$ cat config.mk
export PLATFORM = sky130hd
export DESIGN_NAME = hs1_core
export DESIGN_NICKNAME = d
export VERILOG_FILES = /design/src/hdl/hs1_pkg.sv /design/src/hdl/hs1_core.sv
export SDC_FILE = /design/constraint.sdc
export NUM_CORES = 2
export LEC_CHECK = 0
export ABC_CLOCK_PERIOD_IN_PS = 28700
export BUFFER_PORTS_ARGS = -buffer_cell sky130_fd_sc_hd__buf_2
export CELL_PAD_IN_SITES_DETAIL_PLACEMENT = 0
export CELL_PAD_IN_SITES_GLOBAL_PLACEMENT = 2
export CORE_ASPECT_RATIO = 1.75
export CORE_MARGIN = 2
export CORE_UTILIZATION = 30
export CTS_CLUSTER_SIZE = 30
export DETAILED_ROUTE_END_ITERATION = 7
export PLACE_DENSITY = 0.76
export SLEW_MARGIN = 10
export SYNTH_ARGS = -nofsm -noshare
export SYNTH_HDL_FRONTEND = slang
export SYNTH_SLANG_ARGS = --single-unit
$ cat constraint.sdc
create_clock -name clk -period 28.7 [get_ports clk]
set_clock_uncertainty 0.1 [all_clocks]
set_input_delay 8.61 -clock clk [delete_from_list [all_inputs] [get_ports clk]]
set_output_delay 8.61 -clock clk [all_outputs]
set_load 0.005 [all_outputs]
$ cat src/hdl/hs1_pkg.sv
//------------------------------------------------------------------------------
// hs1_pkg: shared types and constants for the HMAC-SHA1 stream block.
// Holds the payload structs, sequencer states and SHA-1 constants.
//------------------------------------------------------------------------------
package hs1_pkg;

	localparam int BlockBytes = 64;
	localparam int BlockWords = BlockBytes / 4;
	localparam int CfgRegs = BlockBytes / 8;
	localparam int CfgIdxW = $clog2(CfgRegs);
	localparam logic [7:0] IpadByte = 8'h36;
	localparam logic [7:0] OpadByte = 8'h5C;
	localparam logic [31:0] OuterLenBits = 32'((BlockBytes + 20) * 8);

	typedef struct packed {
		logic [7:0] msg_byte;
		logic       byte_present;
		logic       msg_end;
	} in_item_t;

	typedef struct packed {
		logic [31:0] digest_word;
		logic        digest_last;
	} out_item_t;

	typedef logic [4:0][31:0] chain_t;

	localparam chain_t ShaIv = {32'hC3D2E1F0, 32'h10325476, 32'h98BADCFE,
		32'hEFCDAB89, 32'h67452301};

	typedef enum logic [3:0] {
		ST_IDLE,
		ST_KEYI,
		ST_BYTE,
		ST_PAD80,
		ST_PADZ,
		ST_PADLEN,
		ST_KEYO,
		ST_OUTER,
		ST_EMIT,
		ST_WAIT
	} state_t;

	function automatic logic [31:0] rotl(input logic [31:0] x, input int n);
		rotl = (x << n) | (x >> (32 - n));
	endfunction

endpackage

$ cat src/hdl/hs1_core.sv
//------------------------------------------------------------------------------
// hs1_core: SHA-1 compression unit.
// Runs one round per cycle with a 16-word rolling schedule,
// then adds the working variables into the chain.
//------------------------------------------------------------------------------
module hs1_core
	import hs1_pkg::*;
(
	input  logic                        clk,
	input  logic                        arst_n,
	input  logic                        start,
	input  chain_t                      chain_in,
	input  logic [BlockWords-1:0][31:0] blk,
	output logic                        busy,
	output logic                        done,
	output chain_t                      chain_out
);

	logic [BlockWords-1:0][31:0] w_q;
	logic [31:0] a_q, b_q, c_q, d_q, e_q;
	logic [6:0]  rnd_q;
	logic        busy_q, done_q;
	chain_t      base_q, res_q;
	logic [31:0] f, k, tmp, wnext;

	always_comb begin
		if (rnd_q < 7'd20) begin
			f = (b_q & c_q) | (~b_q & d_q);
			k = 32'h5A827999;
		end else if (rnd_q < 7'd40) begin
			f = b_q ^ c_q ^ d_q;
			k = 32'h6ED9EBA1;
		end else if (rnd_q < 7'd60) begin
			f = (b_q & c_q) | (b_q & d_q) | (c_q & d_q);
			k = 32'h8F1BBCDC;
		end else begin
			f = b_q ^ c_q ^ d_q;
			k = 32'hCA62C1D6;
		end
		tmp = rotl(a_q, 5) + f + e_q + k + w_q[0];
		wnext = rotl(w_q[13] ^ w_q[8] ^ w_q[2] ^ w_q[0], 1);
	end

	always_ff @(posedge clk or negedge arst_n) begin
		if (!arst_n) begin
			busy_q <= 1'b0;
			done_q <= 1'b0;
			rnd_q <= '0;
		end else begin
			done_q <= 1'b0;
			if (start && !busy_q) begin
				busy_q <= 1'b1;
				rnd_q <= '0;
			end else if (busy_q) begin
				if (rnd_q == 7'd79) begin
					busy_q <= 1'b0;
					done_q <= 1'b1;
				end
				rnd_q <= rnd_q + 7'd1;
			end
		end
	end

	always_ff @(posedge clk) begin
		if (start && !busy_q) begin
			w_q <= blk;
			base_q <= chain_in;
			{e_q, d_q, c_q, b_q, a_q} <= chain_in;
		end else if (busy_q) begin
			w_q <= {wnext, w_q[BlockWords-1:1]};
			e_q <= d_q;
			d_q <= c_q;
			c_q <= rotl(b_q, 30);
			b_q <= a_q;
			a_q <= tmp;
			if (rnd_q == 7'd79) begin
				res_q[0] <= base_q[0] + tmp;
				res_q[1] <= base_q[1] + a_q;
				res_q[2] <= base_q[2] + rotl(b_q, 30);
				res_q[3] <= base_q[3] + c_q;
				res_q[4] <= base_q[4] + d_q;
			end
		end
	end

	assign busy = busy_q;
	assign done = done_q;
	assign chain_out = res_q;

endmodule

==> impl_metrics.toml <==
[clock_network]
clkLatencyLatePin_ns = 0.74
cts-root-buf = "clkbuf_16"
h-tree-depth = 3
cts_tree = "yes"
path_clk_slew_ns = 0.07
ctsHoldBuffers = 0
cts_sinks = 1001
clock_path_buffers = 3
cts-buffers-inserted = 98
cts_setup_buffers = 0
ctsResizeCount = 0

[setup_path]
crit_arrival_ns = 12.83
crit_family = "buffers and inverters"
critPathLaunchType = "input port"
worstPathRequired_ns = 28.97
cp-end-kind = "register"
crit_path_max_incr_delay_ns = 0.81
path_buf_inv = 6
cp_max_fo = 127
cp_common_cell = "buf_4"
critPathKind = "in2reg"
critPathSlowestCell = "buf_4"
cp_cell_sequence = "buf_2, nor2_1, inv_8, buf_4, buf_4, buf_4, buf_4"

[synthesis]
synth_commonest_cells = "1937 x nand2_1, 992 x edfxtp_1, 245 x inv_1"
ys_types = 76
dominantRegCellSynth = "edfxtp_1"
synth_area_um2 = 52100
ys_async_sr_fraction_pct = 0.899
synth_top_area_share_pct = 57.2
yosys_warnings = 0
ys_seq_area_share_pct = 57.6
syn_nets = 5888
synth-edff-count = 992
synth_cells = 4891
postSynthAreaPerCell_um2 = 10.6
ys_ff_latch = 1001
synth.most_common_cell = "nand2_1"
yosys.area.top_type = "edfxtp_1"
synth.area.top_cells = "edfxtp_1 57%, nand2_1 14%, fa_1 4.8%"

[sta]
rsz0062_at_grt = "false"
fin_crit_ns = 12.56
min_period_over_period_pct = 43.8
timing.fmax_mhz = 79.6
max_slew_margin_pct = 13.2
hold_viol_final = 0
setup_viol = 0
worstMarginPinSlew_ns = 1.29
final_max_slew_viol_count = 0
tns_ns = 0

[detailed_routing]
dr.first_iter.drc_count = 3577
routed_wl_um = 209000
vias_per_cell = 4.84
drt_drc_violations_left = 0
dr.pass1.iters = 6
post_drt_wl_per_cell_um = 25.9
drtAntennaViolNets = 0
vias = 39000

[final_layout]
area_growth_pct = 19.5
final_nets = 6692
layout-drive-gt1-share_pct = 18.3

[global_routing]
grt_pass1_vias = 39300
grt_max_degree = 203
grt_antenna_before_repair = 111
grt.total_usage_pct = 23.0
grt_pass1_wl_um = 287000
grt-ovfl-total = 0

[placed_design]
port_buffers = 836
dp_hpwl_um = 168000
place_congestion = 0.906

[floorplanning]
initial_core_util_pct = 30.1
fp.dieW_um = 319
placementRows = 202
die-area_um2 = 177000
ios = 837
core_region_area_um2 = 173000
chipHeight_um = 555

[status]
status = "completed"

[run]
maxCapViolations = 0

[worst_hold_path]
min_path_type = "reg2reg"
==> worst reg2reg max path: cells and delay by family (launching register included) <==
family / cells / cell delay, ns
compound gates: 13 / 4.43
xor+xnor: 2 / 0.93
fa+ha+maj: 6 / 2.71
buf+inv: 5 / 0.90
flops: 1 / 0.50
simple gates: 3 / 0.68
==> final timing paths <==
path | start | endpoint | slack, ns | depth (start not counted)
setup reg to reg | rnd_q[4]$_DFFE_PN0P_ | chain_out[30]$_DFFE_PP_ | 18.20 | 29
hold / removal | w_q[55]$_DFFE_PP_ | w_q[23]$_DFFE_PP_ | 0.39 | 2
setup / recovery | start | w_q[113]$_DFFE_PP_ | 16.14 | 7
max in group asynchronous | arst_n | rnd_q[3]$_DFFE_PN0P_ | 20.69 | 1
hold reg to reg | w_q[55]$_DFFE_PP_ | w_q[23]$_DFFE_PP_ | 0.39 | 2
min in group asynchronous | arst_n | done$_DFF_PN0_ | 7.62 | 1
==> cells by family after synthesis <==
| logic type | Yosys count | synth area share [%] |
|---|---|---|
| simple gates | 2257 | 17.0 |
| flops | 1001 | 57.6 |
| compound gates | 592 | 7.53 |
| buf+inv | 413 | 2.98 |
| fa+ha+maj | 322 | 9.54 |
| xor+xnor | 264 | 4.44 |
| mux | 42 | 0.834 |
==> layout by cell type, fill, tap and decap left out, drive strengths merged, types with 13 or more instances in the layout <==
master,instances
o21a,28
a31oi,15
xor2,41
and3,22
mux2i,34
o21ai,152
ha,197
xnor2,223
clkbuf,116
a21o,77
nor2,142
nor3,20
o21bai,27
nand2b,21
a21oi,146
a221oi,16
inv,248
nand2,1937
or3,13
a211oi,16
buf,872
nand3,33
edfxtp,992
diode,43
bufinv,14
clkinv,46
nand4,14
fa,125
nor2b,21
o211ai,16
==> layer usage <==
metal  wire, µm  vias to the layer above  GRT usage [%]
met5        539                        -              0
met2     106000                     1568           41.2
met4      11600                       88           11.4
met1      75000                    18700           25.3
met3      15700                      372           5.43
li1           -                    18300              -
==> layout make-up <==
cell class                 instances  area [µm²]
clock buffer                     116        2520
sequential                      1001       30000
timing repair buffer             872        4490
multi-input combinational       3477       20500
fill                           17700      111000
clock inverter                    68         853
antenna                           43         108
tap                             2244        2810
inverter                         245         935
==> state kept, by name, summed over array words and instances, names as in the netlist <==
signal / flops
a_q: 32
b_q: 32
base_q: 160
busy: 1
c_q: 32
chain_out: 160
d_q: 32
done: 1
e_q: 32
rnd_q: 7
w_q: 512
==> per-stage QoR <==
| step | hold slack, ns | setup WS (ns) | instances | area (µm²) | util [%] |
|---|---|---|---|---|---|
| 6_report | 0.389 | 16.14 | 8066 | 62300 | 36.0 |
| 5_1_grt | 0.413 | 15.89 | 8039 | 62200 | 36.0 |
| 4_1_cts | 0.372 | 16.19 | 8023 | 62100 | 35.9 |
| 3_5_place_dp | 0.396 | 15.35 | 7839 | 58800 | 34.0 |
| 3_3_place_gp | 0.393 | 15.44 | 7839 | 58800 | 34.0 |
| 2_1_floorplan | 0.391 | 5.80 | 4891 | 52100 | - |
Power is not shown: default switching activity piles up to over one toggle a cycle in this logic, so the estimate is an artifact.
